## src/ftc_pkg.sv

```systemverilog
// Shared types, constants and the plane-evaluation micro-program for the
// frustum triangle cull block. No dependencies; every other file imports it.
package ftc_pkg;

  localparam int DEF_MAX_PLANES = 8;
  localparam logic [3:0] PLANE_COUNT_RESET = 4'd5;

  localparam int COORD_W = 32;                  // Q16.16 coordinate
  localparam int H_W     = 31;                  // unsigned Q15.16 height
  localparam int MUL_W   = COORD_W + 1;         // signed multiplier operand
  localparam int PROD_W  = 2 * MUL_W;           // full product
  localparam int W_W     = 2 * COORD_W;         // scaled coordinate, Q32.32
  localparam int ACC_W   = 98;                  // exact dot product accumulator
  localparam int Q_FRAC  = 16;
  localparam int STEP_W  = 4;

  localparam logic [STEP_W-1:0] UNSCALED_LAST = 4'd5;
  localparam logic [STEP_W-1:0] SCALED_LAST   = 4'd11;

  typedef enum logic [1:0] {
    OP_LOAD   = 2'd0,
    OP_POINT  = 2'd1,
    OP_TRI    = 2'd2,
    OP_VOLUME = 2'd3
  } op_e;

  typedef enum logic [1:0] {
    VERDICT_CONTAINS  = 2'd0,
    VERDICT_INTERSECT = 2'd1,
    VERDICT_OUTSIDE   = 2'd2
  } verdict_e;

  typedef enum logic {
    A_NORMAL,
    A_VERTEX
  } a_sel_e;

  typedef enum logic [2:0] {
    B_VERTEX,
    B_POINT,
    B_HEIGHT,
    B_W_LO,
    B_W_HI
  } b_sel_e;

  typedef enum logic [1:0] {
    AX_X = 2'd0,
    AX_Y = 2'd1,
    AX_Z = 2'd2
  } axis_e;

  typedef enum logic [1:0] {
    SH_0,
    SH_FRAC,
    SH_WORD
  } shift_e;

  typedef logic [2:0][COORD_W-1:0] vec3_t;

  typedef struct packed {
    vec3_t normal;
    vec3_t point;
  } plane_t;

  // One micro-op of the shared multiply-accumulate unit
  typedef struct packed {
    logic   valid;
    a_sel_e a_sel;
    b_sel_e b_sel;
    axis_e  axis;
    shift_e shift;
    logic   sub;     // subtract the product instead of adding it
    logic   to_w;    // product goes to the scaled-coordinate register
    logic   first;   // product replaces the accumulator
  } mac_ctl_t;

  // Unscaled pass: n.v - n.d.
  // Scaled pass: per axis w = v*h, then n*w in two halves, then - 2^16 * n.d.
  function automatic mac_ctl_t ftc_uop(input logic [STEP_W-1:0] step,
                                       input logic scaled);
    mac_ctl_t u;
    u.valid = 1'b1;
    u.a_sel = A_NORMAL;
    u.b_sel = B_VERTEX;
    u.axis  = AX_X;
    u.shift = SH_0;
    u.sub   = 1'b0;
    u.to_w  = 1'b0;
    u.first = 1'b0;
    if (!scaled) begin
      case (step)
        4'd0: u.first = 1'b1;
        4'd1: u.axis  = AX_Y;
        4'd2: u.axis  = AX_Z;
        4'd3: begin u.b_sel = B_POINT; u.sub = 1'b1; end
        4'd4: begin u.b_sel = B_POINT; u.sub = 1'b1; u.axis = AX_Y; end
        4'd5: begin u.b_sel = B_POINT; u.sub = 1'b1; u.axis = AX_Z; end
        default: u.valid = 1'b0;
      endcase
    end else begin
      case (step)
        4'd0: begin u.a_sel = A_VERTEX; u.b_sel = B_HEIGHT; u.to_w = 1'b1; end
        4'd1: begin u.b_sel = B_W_LO; u.first = 1'b1; end
        4'd2: begin u.b_sel = B_W_HI; u.shift = SH_WORD; end
        4'd3: begin
          u.a_sel = A_VERTEX; u.b_sel = B_HEIGHT; u.to_w = 1'b1; u.axis = AX_Y;
        end
        4'd4: begin u.b_sel = B_W_LO; u.axis = AX_Y; end
        4'd5: begin u.b_sel = B_W_HI; u.shift = SH_WORD; u.axis = AX_Y; end
        4'd6: begin
          u.a_sel = A_VERTEX; u.b_sel = B_HEIGHT; u.to_w = 1'b1; u.axis = AX_Z;
        end
        4'd7: begin u.b_sel = B_W_LO; u.axis = AX_Z; end
        4'd8: begin u.b_sel = B_W_HI; u.shift = SH_WORD; u.axis = AX_Z; end
        4'd9: begin u.b_sel = B_POINT; u.sub = 1'b1; u.shift = SH_FRAC; end
        4'd10: begin
          u.b_sel = B_POINT; u.sub = 1'b1; u.shift = SH_FRAC; u.axis = AX_Y;
        end
        4'd11: begin
          u.b_sel = B_POINT; u.sub = 1'b1; u.shift = SH_FRAC; u.axis = AX_Z;
        end
        default: u.valid = 1'b0;
      endcase
    end
    return u;
  endfunction

endpackage

```

## src/ftc_plane_table.sv

```systemverilog
// Plane table: MAX_PLANES normal/point pairs in flip-flops, cleared at reset.
// One write port from load transactions, one read port for the sequencer. Uses ftc_pkg.
module ftc_plane_table
  import ftc_pkg::*;
#(
  parameter int MAX_PLANES = DEF_MAX_PLANES,
  localparam int TIDX_W = (MAX_PLANES > 1) ? $clog2(MAX_PLANES) : 1
) (
  input  logic              clk_i,
  input  logic              rst_ni,
  input  logic              wr_en_i,
  input  logic [TIDX_W-1:0] wr_idx_i,
  input  plane_t            wr_plane_i,
  input  logic [TIDX_W-1:0] rd_idx_i,
  output plane_t            rd_plane_o
);

  plane_t planes_q [MAX_PLANES];

  always_ff @(posedge clk_i or negedge rst_ni) begin
    if (!rst_ni) begin
      for (int i = 0; i < MAX_PLANES; i++) begin
        planes_q[i] <= '0;
      end
    end else if (wr_en_i) begin
      planes_q[wr_idx_i] <= wr_plane_i;
    end
  end

  assign rd_plane_o = planes_q[rd_idx_i];

endmodule

```

## config.mk

```make
export PLATFORM = sky130hd
export DESIGN_NAME = ftc_plane_table
export DESIGN_NICKNAME = d
export VERILOG_FILES = /design/src/ftc_pkg.sv /design/src/ftc_plane_table.sv
export SDC_FILE = /design/constraint.sdc
export NUM_CORES = 2
export LEC_CHECK = 0
export ABC_AREA = 1
export BUFFER_PORTS_ARGS = -buffer_cell sky130_fd_sc_hd__buf_2
export CORE_MARGIN = 2
export CORE_UTILIZATION = 35
export DETAILED_ROUTE_END_ITERATION = 8
export GPL_ROUTABILITY_DRIVEN = 0
export HOLD_SLACK_MARGIN = 0.08
export PLACE_DENSITY_LB_ADDON = 0.1
export SKIP_LAST_GASP = 1
export SLEW_MARGIN = 10
export SYNTH_ARGS = -nofsm -noshare
export SYNTH_HDL_FRONTEND = slang
export SYNTH_SLANG_ARGS = --single-unit
```

## constraint.sdc

```tcl
create_clock -name clk_i -period 1.5 [get_ports clk_i]
set_input_delay 0.15 -clock clk_i [delete_from_list [all_inputs] [get_ports clk_i]]
set_output_delay 0.15 -clock clk_i [all_outputs]
set_load 0.01 [all_outputs]
```

==> impl_results.md <==
* Overall Global Routing Usage at 0.220
* Ports at 393
* Layout cells sized above 1 at 0.162
* Clock Tree Buf Depth at 3
* Critical Path Slowest Stage Cell: dlygate4sd3_1
* Register area share after synthesis at 0.517
* Synthesized area at 74400 sq um
* R2r worst-path depth at 9
* Pin count of the biggest net entering global routing at 104
* Core Area at 212000 sq um
* Violated checks: negative setup slack
* Syn nets at ~10000
* Synthesis Warnings at 0
* # nets final at between 10000 and 15000
* Clk_lat worst skew at approximately 820 ps
* Pre-Repair DR Iteration Count at 5
* Largest register FFs at ~1500
* Top Registers: planes_q x1536
* Starting Density at 0.351
* CP max FO at 5
* Type of the worst min-delay path: primary input to flop
* Die ar. at 216000 sq um
* Area fraction of the dominant cell type after synthesis at 0.517
* WP data arrival at 2720 ps
* Post-route ant nets at 0
* Synth area leaders: dfrtp_1, nand2_1, o21ai_0, inv_1, nand3_1
* Final setup viols at approximately 280
* Slew margin rel. at 0.599
* Max-Cap Viols at 0
* Final wirelength at 239000 um
* Initial drt markers at 5197
* CTS Buf Count at around 180
* Power Dens Cells at approximately 1300 nW/um^2
* Syn Area/Cell at 7.25 sq um
* Vias at 66419
* Most used cell, CP: dlygate4sd3_1
* Die width at between 400 and 500 um
* Biggest register: planes_q
* Fillers at 21389
* FMAX at ~0.5 GHz
* I/O Buffers at 392
* Root Buffer: clkbuf_16
* Core Rows at 169
* Status: finished with violations
* Fin Clk Skew at 0 ps
* Initial antenna violation count at 15
* Leak Pwr at between 0.05 and 0.06 uW
* Die Y at 465 um
* Final Hold Viols at 0
* Clock Sinks at between 1500 and 2000
* Unrepaired setup endpoints after global routing: yes
* Yosys reg bits at 1536
* CP required at about 2300 ps
* Final period utilization at 1.30
* Fin crit period at 1950 ps
* Worst-Margin Slew at around 600 ps
* Grt ovf at 0
* DR vias/cell at 4.67
* Residual DRC count at 0
* TritonCTS clock tree: yes
* Routed len/inst at approximately 17 um
* Total negative slack at -75510 ps
* Worst setup margin at -450 ps
* Global-route wire length before repair at 377000 um
* Crit-path cells: buf_2 > dlygate4sd3_1 > inv_1 > buf_4 > nor3_4 > buf_12 > nand2_1 > dlygate4sd3_1 > o21ai_0 > dlygate4sd3_1
* Hold depth at 6
* Synth area leader: dfrtp_1
* Synth unique cells at 15
* Detail Placement HPWL at 151000 um
* Number of global-route vias before repair at 64575
* Mapped Cells at 10254
* H-tree lvl count at 4
* Area grow syn2layout at 30.9%
* Worst vdd ir at ~0.0014 V
* CP endpoint kind: flop
* CTS clk-pin slew, worst paths at 60 ps
* WS Path Type: primary input to flop
* Final Instance Count excl. Fillers at 14217
* CP startpoint kind: primary input
* Cell Count Post-Placement at 13242
* Critical Path Max Stage Delay at 610 ps
* Final slew viol count at 0
-- path summary, 6_finish.rpt --
kind,startpoint,to,slack [ps]
setup / recovery,wr_idx_i[1],planes_q[1],-450
hold / removal,wr_idx_i[2],planes_q[11],100
setup reg to reg,planes_q[67],planes_q[67],120
hold reg to reg,planes_q[1077],planes_q[1077],480
max in group asynchronous,rst_ni,planes_q[45],110
min in group asynchronous,rst_ni,planes_q[1126],150
-- cells in the final DEF, fill, tap and decap left out, types with 3 or more instances in the layout --
cell | synthesis | final
nand2_1 | 4039 | 3758
inv_1 | 1733 | 1650
dfrtp_1 | 1536 | 1536
o21ai_0 | 1489 | 1484
nand3_1 | 769 | 655
buf_4 | 2 | 452
dlygate4sd3_1 | 0 | 353
buf_2 | 234 | 252
nand2_2 | 0 | 243
buf_12 | 0 | 219
clkbuf_16 | 0 | 192
buf_6 | 0 | 142
nand3_2 | 0 | 113
inv_2 | 1 | 82
clkbuf_1 | 328 | 54
o21ai_1 | 47 | 47
nand2_4 | 0 | 38
clkinv_2 | 0 | 36
clkbuf_8 | 0 | 35
bufinv_16 | 0 | 13
diode_2 | 0 | 7
o21ai_2 | 0 | 5
clkinvlp_4 | 0 | 4
inv_8 | 0 | 3
inv_6 | 0 | 3
clkinv_8 | 0 | 3
inv_16 | 0 | 3
buf_8 | 0 | 3
-- metrics by stage --
step / total power, uW / util / hold slack [ps] / area [sq um] / worst slack [ps]
after floorplan: 67300 / - / -146 / 74400 / 233
after global placement: 75300 / 0.393 / 292 / 83100 / -145
after detailed placement: 75800 / 0.393 / 293 / 83100 / -124
after CTS: 125000 / 0.449 / 9.63 / 95100 / -524
after global routing: 133000 / 0.460 / 101 / 97300 / -571
final: 125000 / 0.460 / 103 / 97300 / -450
-- cells in the mapped netlist --
cell / number
nand2_1: 4039
inv_1: 1733
dfrtp_1: 1536
o21ai_0: 1489
nand3_1: 769
clkbuf_1: 328
buf_2: 234
buf_1: 70
o21ai_1: 47
nor2_1: 3
buf_4: 2
clkinv_1: 1
inv_2: 1
nor2_2: 1
nor3_2: 1
-- area by class of cell --
| type | instances | area (sq um) | area share |
|---|---|---|---|
| timing repair buffer | 1428 | 14400 | 0.148 |
| clock inverter | 65 | 805 | 0.00827 |
| inverter | 1735 | 6540 | 0.0672 |
| antenna | 7 | 17.5 | 0.000180 |
| multi-input combinational | 6349 | 28200 | 0.290 |
| sequential | 1536 | 38400 | 0.395 |
| tap | 2821 | 3530 | 0.0363 |
| clock buffer | 276 | 5380 | 0.0552 |
-- power breakdown --
group | internal [uW] | total [uW] | switching, uW | leakage [uW]
logic | 11500 | 26200 | 14700 | 0.0295
clock network | 27000 | 45700 | 18700 | 0.00304
registers | 49300 | 53200 | 3850 | 0.0192
total | 87900 | 125000 | 37200 | 0.0518
-- worst max-delay path, delay by kind of cell --
family,cells,cell delay (ps)
AND/OR/NAND/NOR,2,270
buffers and inverters,7,2230
AO/OA/AOI/OAI,1,60
-- logic make-up (layout without fill, tap and decap cells) --
| group | after synthesis | count (layout) | share of synthesized area |
|---|---|---|---|
| flip-flops | 1536 | 1536 | 0.517 |
| buffers and inverters | 2369 | 3504 | 0.124 |
| AO/OA/AOI/OAI | 1536 | 1536 | 0.103 |
| AND/OR/NAND/NOR | 4813 | 4813 | 0.256 |
| other | 0 | 7 | 0 |
-- metal layers --
metal	GRT usage	vias to the layer above	wire length (um)
met3	0.0291	325	9660
met1	0.312	31722	115000
met5	0	-	7
met4	0.0649	2	6560
li1	-	33052	-
met2	0.349	1318	108000
-- what timing repair did --
item                                     CTS  global route
hold endpoints to repair                3072            46
pin swaps                                314           356
hold buffers                             360             5
buffers inserted                         122           168
gates resized for setup                  344           327
gates cloned                               0             4
endpoints found under the setup margin   192           650
No activity file was read; power rests on OpenSTA's default activity.
