**config.mk**
```make
export PLATFORM = sky130hd
export DESIGN_NAME = ftc_mac_unit
export DESIGN_NICKNAME = d
export VERILOG_FILES = /design/src/ftc_pkg.sv /design/src/ftc_mac_unit.sv
export SDC_FILE = /design/constraint.sdc
export NUM_CORES = 2
export LEC_CHECK = 0
export ABC_AREA = 0
export BUFFER_PORTS_ARGS = -buffer_cell sky130_fd_sc_hd__buf_4
export CAP_MARGIN = 30
export CORE_ASPECT_RATIO = 1.2
export CORE_UTILIZATION = 35
export CTS_CLUSTER_DIAMETER = 80
export DETAILED_ROUTE_END_ITERATION = 8
export GPL_ROUTABILITY_DRIVEN = 1
export PLACE_DENSITY = 0.56
export SKIP_CTS_REPAIR_TIMING = 1
export SLEW_MARGIN = 20
export SYNTH_ARGS = -nofsm -noshare
export SYNTH_HDL_FRONTEND = slang
export SYNTH_SLANG_ARGS = --single-unit
export TNS_END_PERCENT = 20
```
**constraint.sdc**
```tcl
create_clock -name clk_i -period 12 [get_ports clk_i]
set_input_delay 0.6 -clock clk_i [delete_from_list [all_inputs] [get_ports clk_i]]
set_output_delay 0.6 -clock clk_i [all_outputs]
set_load 0.02 [all_outputs]
```
**src/ftc_pkg.sv**
```systemverilog
// Shared types, constants and the plane-evaluation micro-program for the
// frustum triangle cull block. No dependencies; every other file imports it.
package ftc_pkg;

  localparam int DEF_MAX_PLANES = 8;
  localparam logic [3:0] PLANE_COUNT_RESET = 4'd5;

  localparam int COORD_W = 32;                  // Q16.16 coordinate
  localparam int H_W     = 31;                  // unsigned Q15.16 height
  localparam int MUL_W   = COORD_W + 1;         // signed multiplier operand
  localparam int PROD_W  = 2 * MUL_W;           // full product
  localparam int W_W     = 2 * COORD_W;         // scaled coordinate, Q32.32
  localparam int ACC_W   = 98;                  // exact dot product accumulator
  localparam int Q_FRAC  = 16;
  localparam int STEP_W  = 4;

  localparam logic [STEP_W-1:0] UNSCALED_LAST = 4'd5;
  localparam logic [STEP_W-1:0] SCALED_LAST   = 4'd11;

  typedef enum logic [1:0] {
    OP_LOAD   = 2'd0,
    OP_POINT  = 2'd1,
    OP_TRI    = 2'd2,
    OP_VOLUME = 2'd3
  } op_e;

  typedef enum logic [1:0] {
    VERDICT_CONTAINS  = 2'd0,
    VERDICT_INTERSECT = 2'd1,
    VERDICT_OUTSIDE   = 2'd2
  } verdict_e;

  typedef enum logic {
    A_NORMAL,
    A_VERTEX
  } a_sel_e;

  typedef enum logic [2:0] {
    B_VERTEX,
    B_POINT,
    B_HEIGHT,
    B_W_LO,
    B_W_HI
  } b_sel_e;

  typedef enum logic [1:0] {
    AX_X = 2'd0,
    AX_Y = 2'd1,
    AX_Z = 2'd2
  } axis_e;

  typedef enum logic [1:0] {
    SH_0,
    SH_FRAC,
    SH_WORD
  } shift_e;

  typedef logic [2:0][COORD_W-1:0] vec3_t;

  typedef struct packed {
    vec3_t normal;
    vec3_t point;
  } plane_t;

  // One micro-op of the shared multiply-accumulate unit
  typedef struct packed {
    logic   valid;
    a_sel_e a_sel;
    b_sel_e b_sel;
    axis_e  axis;
    shift_e shift;
    logic   sub;     // subtract the product instead of adding it
    logic   to_w;    // product goes to the scaled-coordinate register
    logic   first;   // product replaces the accumulator
  } mac_ctl_t;

  // Unscaled pass: n.v - n.d.
  // Scaled pass: per axis w = v*h, then n*w in two halves, then - 2^16 * n.d.
  function automatic mac_ctl_t ftc_uop(input logic [STEP_W-1:0] step,
                                       input logic scaled);
    mac_ctl_t u;
    u.valid = 1'b1;
    u.a_sel = A_NORMAL;
    u.b_sel = B_VERTEX;
    u.axis  = AX_X;
    u.shift = SH_0;
    u.sub   = 1'b0;
    u.to_w  = 1'b0;
    u.first = 1'b0;
    if (!scaled) begin
      case (step)
        4'd0: u.first = 1'b1;
        4'd1: u.axis  = AX_Y;
        4'd2: u.axis  = AX_Z;
        4'd3: begin u.b_sel = B_POINT; u.sub = 1'b1; end
        4'd4: begin u.b_sel = B_POINT; u.sub = 1'b1; u.axis = AX_Y; end
        4'd5: begin u.b_sel = B_POINT; u.sub = 1'b1; u.axis = AX_Z; end
        default: u.valid = 1'b0;
      endcase
    end else begin
      case (step)
        4'd0: begin u.a_sel = A_VERTEX; u.b_sel = B_HEIGHT; u.to_w = 1'b1; end
        4'd1: begin u.b_sel = B_W_LO; u.first = 1'b1; end
        4'd2: begin u.b_sel = B_W_HI; u.shift = SH_WORD; end
        4'd3: begin
          u.a_sel = A_VERTEX; u.b_sel = B_HEIGHT; u.to_w = 1'b1; u.axis = AX_Y;
        end
        4'd4: begin u.b_sel = B_W_LO; u.axis = AX_Y; end
        4'd5: begin u.b_sel = B_W_HI; u.shift = SH_WORD; u.axis = AX_Y; end
        4'd6: begin
          u.a_sel = A_VERTEX; u.b_sel = B_HEIGHT; u.to_w = 1'b1; u.axis = AX_Z;
        end
        4'd7: begin u.b_sel = B_W_LO; u.axis = AX_Z; end
        4'd8: begin u.b_sel = B_W_HI; u.shift = SH_WORD; u.axis = AX_Z; end
        4'd9: begin u.b_sel = B_POINT; u.sub = 1'b1; u.shift = SH_FRAC; end
        4'd10: begin
          u.b_sel = B_POINT; u.sub = 1'b1; u.shift = SH_FRAC; u.axis = AX_Y;
        end
        4'd11: begin
          u.b_sel = B_POINT; u.sub = 1'b1; u.shift = SH_FRAC; u.axis = AX_Z;
        end
        default: u.valid = 1'b0;
      endcase
    end
    return u;
  endfunction

endpackage

```
**src/ftc_mac_unit.sv**
```systemverilog
// Shared 33x33 signed multiply-accumulate unit with a scaled-coordinate register.
// Driven one micro-op per cycle by the sequencer; exposes the accumulator sign. Uses ftc_pkg.
module ftc_mac_unit
  import ftc_pkg::*;
(
  input  logic           clk_i,
  input  logic           rst_ni,
  input  mac_ctl_t       ctl_i,
  input  vec3_t          normal_i,
  input  vec3_t          point_i,
  input  vec3_t          vertex_i,
  input  logic [H_W-1:0] height_i,
  output logic           sign_o
);

  logic signed [MUL_W-1:0]  op_a, op_b;
  logic signed [PROD_W-1:0] prod;
  logic signed [PROD_W-1:0] p_q;
  logic                     p_valid_q;
  logic                     p_sub_q, p_first_q;
  shift_e                   p_shift_q;
  logic [W_W-1:0]           w_q;
  logic signed [ACC_W-1:0]  acc_q, acc_d, addend, base;
  logic [COORD_W-1:0]       n_sel, v_sel, d_sel;

  assign n_sel = normal_i[ctl_i.axis];
  assign v_sel = vertex_i[ctl_i.axis];
  assign d_sel = point_i[ctl_i.axis];

  always_comb begin
    case (ctl_i.a_sel)
      A_NORMAL: op_a = signed'({n_sel[COORD_W-1], n_sel});
      A_VERTEX: op_a = signed'({v_sel[COORD_W-1], v_sel});
      default:  op_a = '0;
    endcase
    case (ctl_i.b_sel)
      B_VERTEX: op_b = signed'({v_sel[COORD_W-1], v_sel});
      B_POINT:  op_b = signed'({d_sel[COORD_W-1], d_sel});
      B_HEIGHT: op_b = signed'({{(MUL_W-H_W){1'b0}}, height_i});
      B_W_LO:   op_b = signed'({1'b0, w_q[COORD_W-1:0]});
      B_W_HI:   op_b = signed'({w_q[W_W-1], w_q[W_W-1:COORD_W]});
      default:  op_b = '0;
    endcase
  end

  assign prod = op_a * op_b;

  always_comb begin
    addend = {{(ACC_W-PROD_W){p_q[PROD_W-1]}}, p_q};
    case (p_shift_q)
      SH_0:    addend = addend;
      SH_FRAC: addend = addend <<< Q_FRAC;
      SH_WORD: addend = addend <<< COORD_W;
      default: addend = addend;
    endcase
    base  = p_first_q ? '0 : acc_q;
    acc_d = p_sub_q ? base - addend : base + addend;
  end

  always_ff @(posedge clk_i or negedge rst_ni) begin
    if (!rst_ni) begin
      p_valid_q <= 1'b0;
    end else begin
      p_valid_q <= ctl_i.valid && !ctl_i.to_w;
    end
  end

  always_ff @(posedge clk_i) begin
    p_q       <= prod;
    p_sub_q   <= ctl_i.sub;
    p_first_q <= ctl_i.first;
    p_shift_q <= ctl_i.shift;
    if (ctl_i.valid && ctl_i.to_w) begin
      w_q <= prod[W_W-1:0];
    end
    if (p_valid_q) begin
      acc_q <= acc_d;
    end
  end

  assign sign_o = acc_q[ACC_W-1];

endmodule

```
==> impl_metrics.json <==
{
  "ctsRootBufferMaster": "clkbuf_16",
  "hold_viol_final": 0,
  "gp_congestion": 0.951,
  "grt_pass1_wl_mm": 320,
  "crit_start": "ctl_i[7]",
  "worstSetupStartpointType": "primary input",
  "synth-seq-cells": 233,
  "ant_nets": 0,
  "synth_cells": 6543,
  "cts_htree_levels": 1,
  "ys.flop_type": "edfxtp_1",
  "ys_types": 83,
  "synth_top_family_by_area": "adder cells",
  "port_buffers": 333,
  "fmax_ghz": 0.0909,
  "cp-end-kind": "register",
  "die_h_um": 445,
  "nNetsFinal": 8517,
  "grt.overflow.total": 0,
  "layout_commonest_cell": "inv_1",
  "holdPathStages": 1,
  "slowest_stage": "o221a_2",
  "num-fill-cells": 16400,
  "maxCapViolCount": 0,
  "ioPinCount": 334,
  "cts_buffer_depth": 3,
  "synth-xor-area-share_pct": 3.88,
  "num_rows": 162,
  "initial_core_util_pct": 35.2,
  "synth_seq_area_share_pct": 11.0,
  "path_class": "primary input to register",
  "drv_slew": 0,
  "syn2layout_area_growth_pct": 11.7,
  "rsz0062_at_grt": "false",
  "cts_tree": "yes",
  "path_clk_slew_ps": 60,
  "synth_mux_area_share_pct": 2.32,
  "worstReg2RegEnd": "w_q[63]",
  "antenna_found_initial": 12,
  "track_usage_pct": 26.2,
  "skew_ps": 14.5,
  "final_cell_mix": "inv_1, fa_1, nand2_1",
  "wl_per_cell_um": 24.2,
  "ys_warn_count": 0,
  "cp_slowest_stage_delay_ps": 870,
  "synth.avg_cell_area_um2": 8.73,
  "synthesis.nets": 8316,
  "worstReg2RegStart": "w_q[13]",
  "min_period_over_period_pct": 91.6,
  "cts_buffers": 29,
  "drive_above_1_share_pct": 10.0,
  "drt_iter0_drc": 3815,
  "core_area_um2": 162000,
  "drc_errors": 0,
  "vias": 47700,
  "critPathMaxFanout": 40,
  "first_pass_iters": 6,
  "status": "complete, no violations",
  "grt_max_degree": 98,
  "clock_latency_ps": 580,
  "synth_edf_count": 162,
  "cts_sinks": 233,
  "slew_headroom_pct": 22.6,
  "dp_hpwl_mm": 178,
  "critPathArrivalTime_ps": 11320,
  "post-route-min-period_ps": 11000,
  "die_width_um": 371,
  "routed_wl_mm": 215,
  "synth_fa_ha_area_share_pct": 46.3,
  "hold_path.startpoint": "ctl_i[2]",
  "routed_via_density": 5.35,
  "reg2regPathDepth": 32,
  "grt_pass1_vias": 50400,
  "regToRegSetupSlack_ps": 1570,
  "critPathRequiredTime_ps": 12320,
  "synth_async_sr_flop_share_pct": 0.429,
  "path_common_cell": "fa_1",
  "worst_slew_pin_slew_ps": 1160,
  "synth_compound_area_share_pct": 11.0,
  "min_to": "p_sub_q",
  "setup_viol": 0,
  "synth-simple-area-share_pct": 15.2,
  "netlist_area_um2": 57100,
  "worstHoldPathType": "primary input to register",
  "dieArea_um2": 165000,
  "setup-tns-final_ps": 0
}
==> worst max-delay path by stage <==
stage	end	slack, ps	cells after the start
floorplan	w_q[61]	1370	35
global placement	w_q[63]	390	33
detailed placement	w_q[62]	470	31
CTS	w_q[62]	1040	31
global route	w_q[63]	540	34
finish	w_q[63]	1000	34
==> state kept, by name, indices dropped and copies added, names as in the netlist <==
name and flops:
p_q 66, p_valid_q 1, acc_q 98, w_q 64, p_sub_q 1, p_first_q 1, p_shift_q 2
==> worst max-delay path: cells and delay by family <==
| family | cells | cell delay [ps] |
|---|---|---|
| compound gates | 13 | 4290 |
| fa+ha+maj | 9 | 4280 |
| buf+inv | 9 | 1710 |
| simple gates | 2 | 190 |
| xor+xnor | 1 | 180 |
==> cells in the mapped netlist (all sizes together) (15+ instances only) <==
master | count | share of area, %
dfxtp | 70 | 2.5
inv | 1198 | 7.9
nor3 | 31 | 0.27
a221o | 42 | 0.74
nand2 | 819 | 5.4
a22oi | 17 | 0.22
and4 | 15 | 0.23
nand4 | 56 | 0.61
a21oi | 335 | 2.9
edfxtp | 162 | 8.5
buf | 57 | 0.45
a31oi | 50 | 0.55
nor2 | 578 | 3.8
xnor2 | 138 | 2.1
fa | 1123 | 39
xor2 | 115 | 1.8
o21ai | 225 | 2.0
and2 | 89 | 0.97
a211oi | 25 | 0.33
nand3 | 39 | 0.34
o21a | 37 | 0.49
nand2b | 62 | 0.68
mux2i | 121 | 2.1
o21bai | 38 | 0.50
a21o | 81 | 1.1
and3 | 25 | 0.27
ha | 317 | 6.9
a221oi | 23 | 0.35
clkbuf | 301 | 2.0
nor2b | 166 | 1.8
==> per-stage QoR <==
step | worst slack, ps | utilization [%] | area (um^2) | instances | hold slack, ps
after global routing | 538 | 39.3 | 63800 | 8905 | 106
after CTS | 1040 | 39.3 | 63700 | 8893 | -250
final | 1000 | 39.3 | 63800 | 8909 | 121
after global placement | 389 | 38.6 | 62500 | 8827 | 376
after floorplan | 1370 | - | 57100 | 6543 | 304
after detailed placement | 471 | 38.7 | 62700 | 8839 | 376
==> routing by layer <==
metal | part of all wire [%] | GRT usage, %
met1 | 39 | 32.8
met2 | 47 | 43.5
met3 | 8.8 | 4.79
met4 | 5.4 | 12.2
met5 | 0.0060 | 0
==> logic make-up (layout without fill, tap and decap cells) <==
| kind of cell | after synthesis | count (layout) |
|---|---|---|
| multiplexers | 131 | 131 |
| buffers and inverters | 1556 | 1780 |
| other | 0 | 10 |
| XOR/XNOR | 253 | 253 |
| adder cells (fa/ha/maj) | 1440 | 1440 |
| AND/OR/NAND/NOR | 1934 | 1934 |
| AO/OA/AOI/OAI | 996 | 996 |
| flip-flops | 233 | 233 |
==> cell type report <==
type / instances / area, um^2 / share of cell area, %
multi-input combinational: 4754 / 45200 / 70.9
sequential: 233 / 6300 / 9.87
inverter: 1198 / 4500 / 7.05
timing repair buffer: 528 / 4090 / 6.42
tap: 2132 / 2670 / 4.18
clock buffer: 36 / 846 / 1.33
clock inverter: 18 / 140 / 0.220
antenna: 10 / 25.0 / 0.0392
Power is left out: the tool's default activity adds up to more than one toggle a clock period on the data nets, which glitch-free logic cannot reach.
