File: src/ftc_pkg.sv
// Shared types, constants and the plane-evaluation micro-program for the
// frustum triangle cull block. No dependencies; every other file imports it.
package ftc_pkg;

  localparam int DEF_MAX_PLANES = 8;
  localparam logic [3:0] PLANE_COUNT_RESET = 4'd5;

  localparam int COORD_W = 32;                  // Q16.16 coordinate
  localparam int H_W     = 31;                  // unsigned Q15.16 height
  localparam int MUL_W   = COORD_W + 1;         // signed multiplier operand
  localparam int PROD_W  = 2 * MUL_W;           // full product
  localparam int W_W     = 2 * COORD_W;         // scaled coordinate, Q32.32
  localparam int ACC_W   = 98;                  // exact dot product accumulator
  localparam int Q_FRAC  = 16;
  localparam int STEP_W  = 4;

  localparam logic [STEP_W-1:0] UNSCALED_LAST = 4'd5;
  localparam logic [STEP_W-1:0] SCALED_LAST   = 4'd11;

  typedef enum logic [1:0] {
    OP_LOAD   = 2'd0,
    OP_POINT  = 2'd1,
    OP_TRI    = 2'd2,
    OP_VOLUME = 2'd3
  } op_e;

  typedef enum logic [1:0] {
    VERDICT_CONTAINS  = 2'd0,
    VERDICT_INTERSECT = 2'd1,
    VERDICT_OUTSIDE   = 2'd2
  } verdict_e;

  typedef enum logic {
    A_NORMAL,
    A_VERTEX
  } a_sel_e;

  typedef enum logic [2:0] {
    B_VERTEX,
    B_POINT,
    B_HEIGHT,
    B_W_LO,
    B_W_HI
  } b_sel_e;

  typedef enum logic [1:0] {
    AX_X = 2'd0,
    AX_Y = 2'd1,
    AX_Z = 2'd2
  } axis_e;

  typedef enum logic [1:0] {
    SH_0,
    SH_FRAC,
    SH_WORD
  } shift_e;

  typedef logic [2:0][COORD_W-1:0] vec3_t;

  typedef struct packed {
    vec3_t normal;
    vec3_t point;
  } plane_t;

  // One micro-op of the shared multiply-accumulate unit
  typedef struct packed {
    logic   valid;
    a_sel_e a_sel;
    b_sel_e b_sel;
    axis_e  axis;
    shift_e shift;
    logic   sub;     // subtract the product instead of adding it
    logic   to_w;    // product goes to the scaled-coordinate register
    logic   first;   // product replaces the accumulator
  } mac_ctl_t;

  // Unscaled pass: n.v - n.d.
  // Scaled pass: per axis w = v*h, then n*w in two halves, then - 2^16 * n.d.
  function automatic mac_ctl_t ftc_uop(input logic [STEP_W-1:0] step,
                                       input logic scaled);
    mac_ctl_t u;
    u.valid = 1'b1;
    u.a_sel = A_NORMAL;
    u.b_sel = B_VERTEX;
    u.axis  = AX_X;
    u.shift = SH_0;
    u.sub   = 1'b0;
    u.to_w  = 1'b0;
    u.first = 1'b0;
    if (!scaled) begin
      case (step)
        4'd0: u.first = 1'b1;
        4'd1: u.axis  = AX_Y;
        4'd2: u.axis  = AX_Z;
        4'd3: begin u.b_sel = B_POINT; u.sub = 1'b1; end
        4'd4: begin u.b_sel = B_POINT; u.sub = 1'b1; u.axis = AX_Y; end
        4'd5: begin u.b_sel = B_POINT; u.sub = 1'b1; u.axis = AX_Z; end
        default: u.valid = 1'b0;
      endcase
    end else begin
      case (step)
        4'd0: begin u.a_sel = A_VERTEX; u.b_sel = B_HEIGHT; u.to_w = 1'b1; end
        4'd1: begin u.b_sel = B_W_LO; u.first = 1'b1; end
        4'd2: begin u.b_sel = B_W_HI; u.shift = SH_WORD; end
        4'd3: begin
          u.a_sel = A_VERTEX; u.b_sel = B_HEIGHT; u.to_w = 1'b1; u.axis = AX_Y;
        end
        4'd4: begin u.b_sel = B_W_LO; u.axis = AX_Y; end
        4'd5: begin u.b_sel = B_W_HI; u.shift = SH_WORD; u.axis = AX_Y; end
        4'd6: begin
          u.a_sel = A_VERTEX; u.b_sel = B_HEIGHT; u.to_w = 1'b1; u.axis = AX_Z;
        end
        4'd7: begin u.b_sel = B_W_LO; u.axis = AX_Z; end
        4'd8: begin u.b_sel = B_W_HI; u.shift = SH_WORD; u.axis = AX_Z; end
        4'd9: begin u.b_sel = B_POINT; u.sub = 1'b1; u.shift = SH_FRAC; end
        4'd10: begin
          u.b_sel = B_POINT; u.sub = 1'b1; u.shift = SH_FRAC; u.axis = AX_Y;
        end
        4'd11: begin
          u.b_sel = B_POINT; u.sub = 1'b1; u.shift = SH_FRAC; u.axis = AX_Z;
        end
        default: u.valid = 1'b0;
      endcase
    end
    return u;
  endfunction

endpackage

File: src/ftc_sequencer.sv
// Test sequencer: walks planes, vertices and micro-op steps, counts outside
// vertices and forms the verdict in a holding output register. Uses ftc_pkg.
module ftc_sequencer
  import ftc_pkg::*;
#(
  parameter int MAX_PLANES = DEF_MAX_PLANES,
  localparam int TIDX_W = (MAX_PLANES > 1) ? $clog2(MAX_PLANES) : 1
) (
  input  logic              clk_i,
  input  logic              rst_ni,
  input  logic              start_i,
  input  op_e               op_i,
  input  logic [3:0]        plane_count_i,
  input  logic              sign_i,
  input  logic              out_ready_i,
  output logic              idle_o,
  output mac_ctl_t          ctl_o,
  output logic [TIDX_W-1:0] plane_idx_o,
  output logic [1:0]        vtx_idx_o,
  output logic              out_valid_o,
  output verdict_e          verdict_o
);

  localparam int CNT_W = $clog2(MAX_PLANES + 1);

  typedef enum logic [2:0] {
    S_IDLE,
    S_RUN,
    S_DRAIN,
    S_EVAL,
    S_HOLD
  } state_e;

  state_e            state_q, state_d;
  logic [STEP_W-1:0] step_q, step_d;
  logic [CNT_W-1:0]  plane_q, plane_d, n_eff, plane_inc;
  logic [1:0]        vtx_q, vtx_d, rej_q, rej_d, rej_new;
  logic              scaled_q, scaled_d, inter_q, inter_d, inter_new;
  op_e               op_q, op_d;
  logic              out_valid_q, out_valid_d;
  verdict_e          verdict_q, verdict_d, pend_q, pend_d, fin_verdict;
  logic              finish, next_plane, last_step;

  assign n_eff = (int'(plane_count_i) > MAX_PLANES) ? CNT_W'(MAX_PLANES)
                                                    : CNT_W'(plane_count_i);
  assign plane_inc = CNT_W'(plane_q + 1'b1);
  assign rej_new   = 2'(rej_q + {1'b0, sign_i});
  assign last_step = scaled_q ? (step_q == SCALED_LAST) : (step_q == UNSCALED_LAST);

  always_comb begin
    state_d     = state_q;
    step_d      = step_q;
    plane_d     = plane_q;
    vtx_d       = vtx_q;
    rej_d       = rej_q;
    scaled_d    = scaled_q;
    inter_d     = inter_q;
    op_d        = op_q;
    pend_d      = pend_q;
    finish      = 1'b0;
    next_plane  = 1'b0;
    inter_new   = inter_q;
    fin_verdict = VERDICT_CONTAINS;

    // drop the shown result once taken
    out_valid_d = out_valid_q && !out_ready_i;
    verdict_d   = verdict_q;

    case (state_q)
      S_IDLE: begin
        if (start_i) begin
          op_d     = op_i;
          plane_d  = '0;
          vtx_d    = '0;
          rej_d    = '0;
          scaled_d = 1'b0;
          inter_d  = 1'b0;
          step_d   = '0;
          if (n_eff == '0) begin
            finish = 1'b1;
          end else begin
            state_d = S_RUN;
          end
        end
      end
      S_RUN: begin
        if (last_step) begin
          state_d = S_DRAIN;
        end else begin
          step_d = step_q + 1'b1;
        end
      end
      S_DRAIN: state_d = S_EVAL;
      S_EVAL: begin
        step_d  = '0;
        state_d = S_RUN;
        if (op_q == OP_POINT) begin
          if (sign_i) begin
            finish      = 1'b1;
            fin_verdict = VERDICT_OUTSIDE;
          end else begin
            next_plane = 1'b1;
          end
        end else if (vtx_q != 2'd2) begin
          vtx_d = vtx_q + 1'b1;
          rej_d = rej_new;
        end else if (!scaled_q) begin
          if (rej_new == 2'd3) begin
            if (op_q == OP_TRI) begin
              finish      = 1'b1;
              fin_verdict = VERDICT_OUTSIDE;
            end else begin
              // all three outside: confirm with the height-scaled vertices
              scaled_d = 1'b1;
              vtx_d    = '0;
              rej_d    = '0;
            end
          end else begin
            inter_new  = inter_q || (rej_new != 2'd0);
            next_plane = 1'b1;
          end
        end else begin
          if (rej_new == 2'd3) begin
            finish      = 1'b1;
            fin_verdict = VERDICT_OUTSIDE;
          end else begin
            inter_new  = 1'b1;
            next_plane = 1'b1;
          end
        end
        if (next_plane) begin
          inter_d  = inter_new;
          vtx_d    = '0;
          rej_d    = '0;
          scaled_d = 1'b0;
          if (plane_inc == n_eff) begin
            finish      = 1'b1;
            fin_verdict = inter_new ? VERDICT_INTERSECT : VERDICT_CONTAINS;
          end else begin
            plane_d = plane_inc;
          end
        end
      end
      S_HOLD: begin
        if (out_ready_i) begin
          out_valid_d = 1'b1;
          verdict_d   = pend_q;
          state_d     = S_IDLE;
        end
      end
      default: state_d = S_IDLE;
    endcase

    if (finish) begin
      if (!out_valid_q || out_ready_i) begin
        out_valid_d = 1'b1;
        verdict_d   = fin_verdict;
        state_d     = S_IDLE;
      end else begin
        // hold the verdict until the previous transaction is taken
        pend_d  = fin_verdict;
        state_d = S_HOLD;
      end
    end
  end

  always_ff @(posedge clk_i or negedge rst_ni) begin
    if (!rst_ni) begin
      state_q     <= S_IDLE;
      step_q      <= '0;
      plane_q     <= '0;
      vtx_q       <= '0;
      rej_q       <= '0;
      scaled_q    <= 1'b0;
      inter_q     <= 1'b0;
      op_q        <= OP_LOAD;
      out_valid_q <= 1'b0;
      verdict_q   <= VERDICT_CONTAINS;
      pend_q      <= VERDICT_CONTAINS;
    end else begin
      state_q     <= state_d;
      step_q      <= step_d;
      plane_q     <= plane_d;
      vtx_q       <= vtx_d;
      rej_q       <= rej_d;
      scaled_q    <= scaled_d;
      inter_q     <= inter_d;
      op_q        <= op_d;
      out_valid_q <= out_valid_d;
      verdict_q   <= verdict_d;
      pend_q      <= pend_d;
    end
  end

  always_comb begin
    ctl_o = ftc_uop(step_q, scaled_q);
    if (state_q != S_RUN) begin
      ctl_o.valid = 1'b0;
    end
  end

  assign idle_o      = (state_q == S_IDLE);
  assign plane_idx_o = plane_q[TIDX_W-1:0];
  assign vtx_idx_o   = vtx_q;
  assign out_valid_o = out_valid_q;
  assign verdict_o   = verdict_q;

endmodule

File: config.mk
export PLATFORM = sky130hd
export DESIGN_NAME = ftc_sequencer
export DESIGN_NICKNAME = d
export VERILOG_FILES = /design/src/ftc_pkg.sv /design/src/ftc_sequencer.sv
export SDC_FILE = /design/constraint.sdc
export NUM_CORES = 1
export LEC_CHECK = 0
export ABC_AREA = 1
export BUFFER_PORTS_ARGS = -buffer_cell sky130_fd_sc_hd__buf_2
export CAP_MARGIN = 25
export CORE_MARGIN = 1.5
export CORE_UTILIZATION = 25
export CTS_CLUSTER_DIAMETER = 60
export CTS_CLUSTER_SIZE = 20
export DETAILED_ROUTE_END_ITERATION = 10
export PLACE_DENSITY = 0.5
export REMOVE_ABC_BUFFERS = 1
export SETUP_SLACK_MARGIN = 0.3
export SLEW_MARGIN = 30
export SYNTH_ARGS = -nofsm -noshare
export SYNTH_HDL_FRONTEND = slang
export SYNTH_SLANG_ARGS = --single-unit
File: constraint.sdc
create_clock -name clk_i -period 2.2 [get_ports clk_i]
set_clock_uncertainty 0.05 [all_clocks]
set_input_delay 0 -clock clk_i [delete_from_list [all_inputs] [get_ports clk_i]]
set_output_delay 0 -clock clk_i [all_outputs]
set_load 0.03 [all_outputs]
==> out/summary.txt, run 1 <==
outcome: finished, final reports clean
initial antenna violation count: 0
largest family of logic cells by synthesized area: simple AND/OR/NAND/NOR gates
Final GP Congestion: 0.804
cell mode on critical path: nand3_1
Final #Nets: 322
crit-path leading delay family: flip-flops
# fillers: 794
vias in the first global route: 1563
GRT overflow: 0
Core Area: 0.00691 mm²
drt via density: 4.42
DPL Wire Length: 3250 µm
first-pass GRT wire length: 6980 µm
critical path class: reg -> out
Critical Path AT: 1750 ps
Die Ht: 88.2 µm
CP max-delay cell: dfrtp_1
top cells by area, synth: dfrtp_1 (33%), nand2_1 (16%), nand3_1 (8.3%)
clk sinks: 24
crit path time final: 1800 ps
adder-cell share of the synthesized area: 4.14%
commonest non-fill, non-tap cell in the layout: nand2_1
post-synthesis average cell area: 6.95 µm²
Post-route DRC: 0
Layout Utilization: 32.6%
Yosys warning count: 0
final hold vios: 0
Post-Syn Instances: 261
Worst-path clk slew: 90 ps
Simple-Gate Fraction of Synth Area: 38.6%
Leak: 1.21 nW
DRT iter0 DRCs: 107
Max-slew headroom: 61.9%
Overall Power: 2.80 mW
CP max FO: 5
mux contribution to synthesized area: 1.86%
CTS root buf: clkbuf_8
Netlist Area Pre-Place: 0.00181 mm²
R2R cell count: 10
# diodes: 0
Period Utilization, post-route: 81.8%
cell area power density: 1250 mW/mm²
max-cap violation count: 0
Post-DP Area: 0.00205 mm²
Synth Area in XOR/XNOR: 0.483%
maximum number of pins on one net before global-route repair: 25
#FFs+latches synth: 24
Port Buf Inserts: 31
post-route ant nets: 0
Area Overhead vs Synth: 24.1%
vias: 1766
TNS Setup: 0 ps
Pre-antenna DRT Iters: 4
final setup fails: 0
CP max stage delay: 400 ps
most frequent cells in the layout: nand2_1 (74), inv_1 (34), buf_2 (30)
crit path buf inv count: 2
Die Area: 0.00777 mm²
Synth cell types: 31
Skew-Pair Late Insertion Delay: 270 ps
number of cells on the critical path: 7
CP cell instances: inv_1 > ha_1 > nand3_1 > nand3_1 > a21oi_2 > a31oi_1 > buf_4
CTS max path bufs: 2
Setup crit end kind: primary output
CTS Buf Count: 3
unrepaired setup endpoints after global routing: true
hold crit path type: in -> reg
sequential area share after synthesis: 33.1%
area leader, netlist: dfrtp_1
Ports: 32
f_max: 555 MHz
Max VDD drop: 437 µV
Slew @ Worst Pin: 571 ps
htree depth: 1
Die X: 88.2 µm
post-DR wirelength/cell: 10.5 µm
Hold Crit Depth: 3
Critical Path RT: 2150 ps
Initial Utilization: 26.3%
Slew Viols, Final: 0
CTS tree: yes
Cell Rows: 30
final wirelength: 4200 µm
share of the synthesized area in the top cell type: 33.1%
Compound-Gate Fraction of Synth Area: 10.9%
critical path startpoint category: flip-flop
GRT Resource Usage Total: 11.2%
Final Cell Area: 0.00225 mm²
layout cell share with drive strength beyond 1: 27.3%
-- synth_stat cells --
master,count
o21ai_1,1
buf_4,5
o21a_1,1
inv_2,6
dfrtp_1,24
a21oi_1,9
nand2_1,75
a211oi_1,1
o31ai_1,1
xnor2_1,1
inv_1,35
nand4_1,5
nand2_2,5
o21ai_0,12
mux2_2,3
o211ai_1,1
nand3_1,30
o22ai_1,1
nand2_4,1
nor2_2,3
nand3_4,1
nor3_1,2
nor3_4,1
nor2_1,19
ha_1,6
a21oi_4,2
buf_2,1
nor2_4,4
nand3_2,1
or2_2,1
a31oi_1,3
-- final timing paths --
check | start | endpoint | slack (ps)
max | step_q[1] | ctl_o[11] | 400
min | start_i | op_q[0] | 80
max reg2reg | rej_q[0] | rej_q[1] | 450
min reg2reg | pend_q[0] | pend_q[0] | 440
max in group asynchronous | rst_ni | plane_q[0] | 1490
min in group asynchronous | rst_ni | plane_q[1] | 210
-- worst min-delay path, delay by kind of cell --
family | cells | cell delay (ps)
buffers and inverters | 1 | 110
AOI/OAI and AO/OA | 1 | 90
and+or+nand+nor | 1 | 160
-- logic make-up (layout without fill, tap and decap cells) --
group,after synthesis,after routing
mux,3,3
buf+inv,47,90
xor+xnor,1,1
flops,24,24
fa+ha+maj,6,6
compound gates,32,32
simple gates,148,148
-- layer usage --
metal  track usage, %  part of all wire, %  wire [µm]  vias up
li1                 -                    -          -      918
met1             15.9                   50       2120      800
met2             17.8                   44       1830       44
met3             1.51                  5.1        215        4
met4             2.98                 0.74         31        0
met5                0                    0          0        -
-- through the flow --
stage	worst slack [ps]	hold WS, ps	instances
floorplan	101	-346	255
finish	400	75.9	400
CTS	330	78.5	392
global route	258	113	400
detailed placement	420	-15.1	382
global placement	441	-13.2	382
-- registers in the layout (all words and copies together) (netlist names) --
name / cells
op_q: 2
step_q: 4
verdict_o: 2
pend_q: 2
state_q: 3
rej_q: 2
scaled_q: 1
vtx_idx_o: 2
out_valid_o: 1
plane_q: 4
inter_q: 1
-- report_power, final --
part | switching, mW | internal, mW
Sequential | 0.132 | 0.586
Clock | 0.146 | 0.160
Combinational | 1.17 | 0.612
-- layout make-up --
class	instances	area [µm²]	area share (%)
inverters	41	154	6.84
multi-input cells	190	1050	46.5
repair buffers	45	273	12.1
clock buffers	4	55.1	2.45
well taps	96	120	5.34
flip-flops and latches	24	602	26.8
-- repair_timing --
item,CTS,global route
setup endpoints to repair,3,13
cloned,0,0
pin swaps,0,3
gates resized for setup,3,11
hold buffers,4,0
setup buffers,2,8
endpoints found under the hold margin,27,0
No activity file was read; power rests on OpenSTA's default activity.
==> run 2, diff against run 1 <==
Settings changed: PLACE_DENSITY 0.5 to 0.51.
Clock period 2.2 ns to 1.45 ns, I/O delays scaled along.
==> run 2 against run 1 <==
Net effect: count of clock-buffer cells in the layout is 1 lower; flip-flop and latch count is the same; via count increased by 15%; first-iteration DRC count fell by 18%; worst setup slack lost 750 ps; critical endpoint unchanged; worst hold slack better by 6.6 ps; sequential share of layout area shrank 8.1 points; the run now ends with negative setup slack left; cell count grew 16%; sequential power is 50% higher.
==> out/summary.txt, run 2 (synthesis gave the netlist of run 1 again) <==
Pre-antenna DRT Iters: 4
CP max-delay cell: dfrtp_2
Area Overhead vs Synth: 79.0%
htree depth: 1
unrepaired setup endpoints after global routing: true
GRT overflow: 0
Setup WS post-layout: -347 ps
crit path time final: 1800 ps
Skew-Pair Late Insertion Delay: 270 ps
first-pass GRT wire length: 8440 µm
crit path buf inv count: 3
R2R cell count: 10
DRT iter0 DRCs: 88
vias in the first global route: 1886
cell area power density: 1830 mW/mm²
FF-to-FF setup slack: -250 ps
max-cap violation count: 0
CTS Buf Count: 3
post-DR wirelength/cell: 11.5 µm
most frequent cells in the layout: buf_4 (59), nand2_1 (54), buf_6 (29)
Final #Nets: 387
post-route ant nets: 0
layout cell share with drive strength beyond 1: 58.2%
Worst Setup SP: step_q[0]
Die Ht: 88.2 µm
final wirelength: 5360 µm
r2r endpoint: pend_q[0]
critical path startpoint category: flip-flop
CP max stage delay: 460 ps
DPL Wire Length: 3610 µm
Leak: 1.65 nW
Port Buf Inserts: 31
vias: 2034
CP max FO: 4
Max VDD drop: 705 µV
Reg-to-Reg Start: rej_q[0]
failing checks: negative setup slack
final hold vios: 0
commonest non-fill, non-tap cell in the layout: buf_4
hold path start: start_i
final setup fails: 31
drt via density: 4.38
Final GP Congestion: 0.824
top flop regs: plane_q x4, step_q x4, state_q x3
Core Area: 0.00691 mm²
maximum number of pins on one net before global-route repair: 25
Post-route DRC: 0
Cell Rows: 30
Die Area: 0.00777 mm²
CTS root buf: clkbuf_8
clk sinks: 24
hold crit path type: in -> reg
Setup crit end: ctl_o[11]
CTS max path bufs: 2
hold_ws: 82.5 ps
# diodes: 0
CP cell instances: inv_4 > ha_4 > buf_4 > nand3_2 > nand4_1 > o21ai_1 > a31oi_1 > buf_4
placed cell count: 439
Final Non-Filler Cells: 464
Slew Viols, Final: 0
Setup crit end kind: primary output
Die X: 88.2 µm
crit-path leading delay family: flip-flops
Period Utilization, post-route: 124%
Slew @ Worst Pin: 567 ps
initial antenna violation count: 0
Ports: 32
Critical Path RT: 1400 ps
GRT Resource Usage Total: 13.7%
critical path class: reg -> out
CTS tree: yes
f_max: 556 MHz
Max-slew headroom: 62.2%
cell mode on critical path: buf_4
Critical Path AT: 1750 ps
Initial Utilization: 26.3%
outcome: finished with violations
number of cells on the critical path: 8
Worst-path clk slew: 90 ps
## run 2: changes by cell type in the layout (fill, tap and decap cells not counted), moves of 5 or more
cell,previous run,this run
nand3_4,1,8
nor2_1,18,13
nand3_1,29,15
nand2_4,1,9
buf_4,11,59
inv_1,34,22
buf_2,30,18
buf_6,0,29
nand3_2,2,9
nand2_1,74,54
inv_2,7,18
o21ai_0,10,3
nand2_2,6,17
## run 2: worst min path at each step
stage	slack, ps	depth (start not counted)	endpoint
floorplan	-350	0	inter_q
global placement	-10	1	vtx_idx_o[0]
detailed placement	-20	1	vtx_idx_o[0]
CTS	80	4	op_q[0]
global route	70	4	op_q[0]
finish	80	4	op_q[0]
## run 2: report_power, final
part | internal (mW) | switching, mW | total (mW) | leakage [nW]
logic | 2.01 | 2.44 | 4.45 | 1.32
registers | 0.893 | 0.185 | 1.08 | 0.310
clock network | 0.186 | 0.206 | 0.392 | 0.0216
total | 3.09 | 2.83 | 5.92 | 1.65
## run 2: final cells by class
cell class	count	area [µm²]
Inverter	41	156
Sequential cell	24	604
Clock buffer	3	41.3
Multi-Input combinational cell	190	1420
Fill cell	716	3660
Timing Repair Buffer	110	900
Tap cell	96	120
## run 2: repair_timing
| action | in CTS | in global routing |
|---|---|---|
| pin swaps | 26 | 31 |
| resized for setup | 110 | 46 |
| setup endpoints to repair | 37 | 37 |
| setup buffers | 10 | 8 |
| hold endpoints to repair | 27 | 0 |
| hold buffers | 4 | 0 |
## run 2: routing by layer
metal	routed length, µm	GRT usage, %	share of wire (%)
met5	0	0	0
met4	42	3.13	0.78
met3	169	2.73	3.2
met2	2740	24.1	51
met1	2400	17.3	45
## run 2: per-stage QoR
| step | setup TNS, ps | worst slack [ps] | utilization (%) | total power [mW] | instance area (µm²) |
|---|---|---|---|---|---|
| global route | -9220 | -424 | 47.0 | 6.38 | 3240 |
| finish | -5960 | -347 | 47.0 | 5.92 | 3240 |
| detailed placement | -4970 | -282 | 35.8 | 4.23 | 2470 |
| global placement | -4030 | -226 | 35.8 | 4.22 | 2470 |
| floorplan | -5310 | -649 | - | 2.98 | 1770 |
| CTS | -5670 | -335 | 43.4 | 5.44 | 3000 |
## run 2: worst reg2reg max path, cell delays in order (launching register included)
cell and delay [ps]:
dfrtp_1 420, ha_4 300, nand3_4 80, inv_2 70
nand2_2 70, a21oi_4 220, nor2_4 90, nand2_4 120
nand2_4 70, nand2_2 50, nand2_1 40
==> run 3, diff against run 2 <==
Settings changed: REMOVE_ABC_BUFFERS 1 to unset.
==> run 3 against run 2 <==
Net effect: the flow still finishes with violations (negative setup slack); utilization is 0.43 points higher; die area stayed put; critical path depth stayed put; worst hold slack better by 20 ps; first-iteration DRC count is 56% lower; flip-flop and latch count stayed put; sequential share of layout area hardly changed; cell count is 1.1% lower; non-clock buffer count is 6 lower; sequential power is 4% higher; via count is 3.6% lower; critical endpoint unchanged; largest cell class unchanged.
==> out/summary.txt, run 3 (synthesis gave the netlist of run 1 again) <==
post-DR wirelength/cell: 10.7 µm
Final GP Congestion: 0.789
Worst Setup SP: step_q[1]
Max-slew headroom: 61.3%
Die Area: 0.00777 mm²
critical path class: reg -> out
CTS Buf Count: 3
placed cell count: 434
TNS Setup: -5800 ps
Area Overhead vs Synth: 80.6%
hold path start: start_i
post-route ant nets: 0
FF-to-FF setup slack: -190 ps
# diodes: 0
Layout Utilization: 47.4%
final hold vios: 0
Critical Path AT: 1770 ps
Slew @ Worst Pin: 580 ps
max-cap violation count: 0
Reg-to-Reg Start: rej_q[0]
final wirelength: 4920 µm
Hold Crit Depth: 5
Setup crit end kind: primary output
hold crit path type: in -> reg
most frequent cells in the layout: buf_4 (54), nand2_1 (49), buf_6 (25)
Cell Rows: 30
# fillers: 691
Initial Utilization: 26.3%
htree depth: 1
f_max: 549 MHz
drt via density: 4.27
first-pass GRT wire length: 8480 µm
Die X: 88.2 µm
Final #Nets: 381
r2r endpoint: pend_q[0]
Post-route DRC: 0
Port Buf Inserts: 31
failing checks: negative setup slack
Skew-Pair Late Insertion Delay: 270 ps
Seq. cell area: 609 µm²
critical path startpoint category: flip-flop
CTS tree: yes
Final Non-Filler Cells: 459
R2R cell count: 10
DRT iter0 DRCs: 39
Place WS: -209 ps
CP max FO: 4
crit path time final: 1820 ps
GRT overflow: 0
Max VDD drop: 1240 µV
Slew Viols, Final: 0
GRT Resource Usage Total: 13.6%
top flop regs: plane_q x4, step_q x4, state_q x3
commonest non-fill, non-tap cell in the layout: buf_4
CTS max path bufs: 2
maximum number of pins on one net before global-route repair: 25
Ports: 32
area occupied by multi-input gates: 0.00148 mm²
final setup fails: 34
clk sinks: 24
Die Ht: 88.2 µm
layout cell share with drive strength beyond 1: 61.2%
cell area power density: 1890 mW/mm²
Syn Nets: 278
Worst-path clk slew: 90 ps
Core Area: 0.00691 mm²
Critical Path RT: 1400 ps
unrepaired setup endpoints after global routing: true
CTS root buf: clkbuf_8
Worst Hold Path EP: step_q[3]
vias in the first global route: 1925
Pre-antenna DRT Iters: 4
Leak: 1.63 nW
Period Utilization, post-route: 126%
outcome: finished with violations
DPL Wire Length: 3580 µm
vias: 1961
Setup WS post-layout: -371 ps
initial antenna violation count: 0
## run 3: power breakdown
group	switching [mW]	internal [mW]	leakage [nW]
registers	0.216	0.903	0.305
logic	2.47	2.13	1.30
clock network	0.222	0.243	0.0288
## run 3: critical path, cell delays in order, from the launching register on
cell and delay (ps):
dfrtp_2 440, inv_4 60, ha_4 170, or2_4 260, nand2_4 70, a21oi_4 60
a21oi_4 190, a31oi_4 100, buf_6 140
## run 3: how the worst max path moves through the flow
stage	endpoint	slack (ps)	depth (start not counted)
after floorplan	pend_q[0]	-120	10
after global placement	plane_q[0]	-190	10
after detailed placement	pend_q[0]	-210	10
after CTS	ctl_o[11]	-360	8
after global routing	ctl_o[11]	-460	8
final	ctl_o[11]	-370	8
## run 3: repair_timing
| item | CTS | global route |
|---|---|---|
| gates cloned | 0 | 0 |
| gates resized for setup | 69 | 41 |
| pin swaps | 20 | 22 |
| setup endpoints to repair | 37 | 38 |
| hold buffers | 4 | 0 |
| endpoints found under the hold margin | 28 | 0 |
| buffers inserted | 14 | 3 |
## run 3: through the flow
step | total power, mW | area [µm²] | hold WS, ps
finish | 6.18 | 3270 | 102
detailed placement | 4.64 | 2650 | -17.1
global route | 6.67 | 3270 | 109
global placement | 4.64 | 2650 | -9.60
floorplan | 3.43 | 2010 | -346
CTS | 5.86 | 3110 | 87.4
## run 3: final cells by class
type | count | area share (%)
inverters | 41 | 4.93
repair buffers | 104 | 25.9
well taps | 96 | 3.67
clock buffers | 4 | 1.68
flip-flops and latches | 24 | 18.6
multi-input cells | 190 | 45.2
## run 3: metal layers
metal	track usage, %	up-vias	wire length [µm]
met1	17.1	892	2250
li1	-	1036	-
met5	0	-	0
met2	25.0	31	2520
met4	2.98	0	22
met3	1.60	2	137
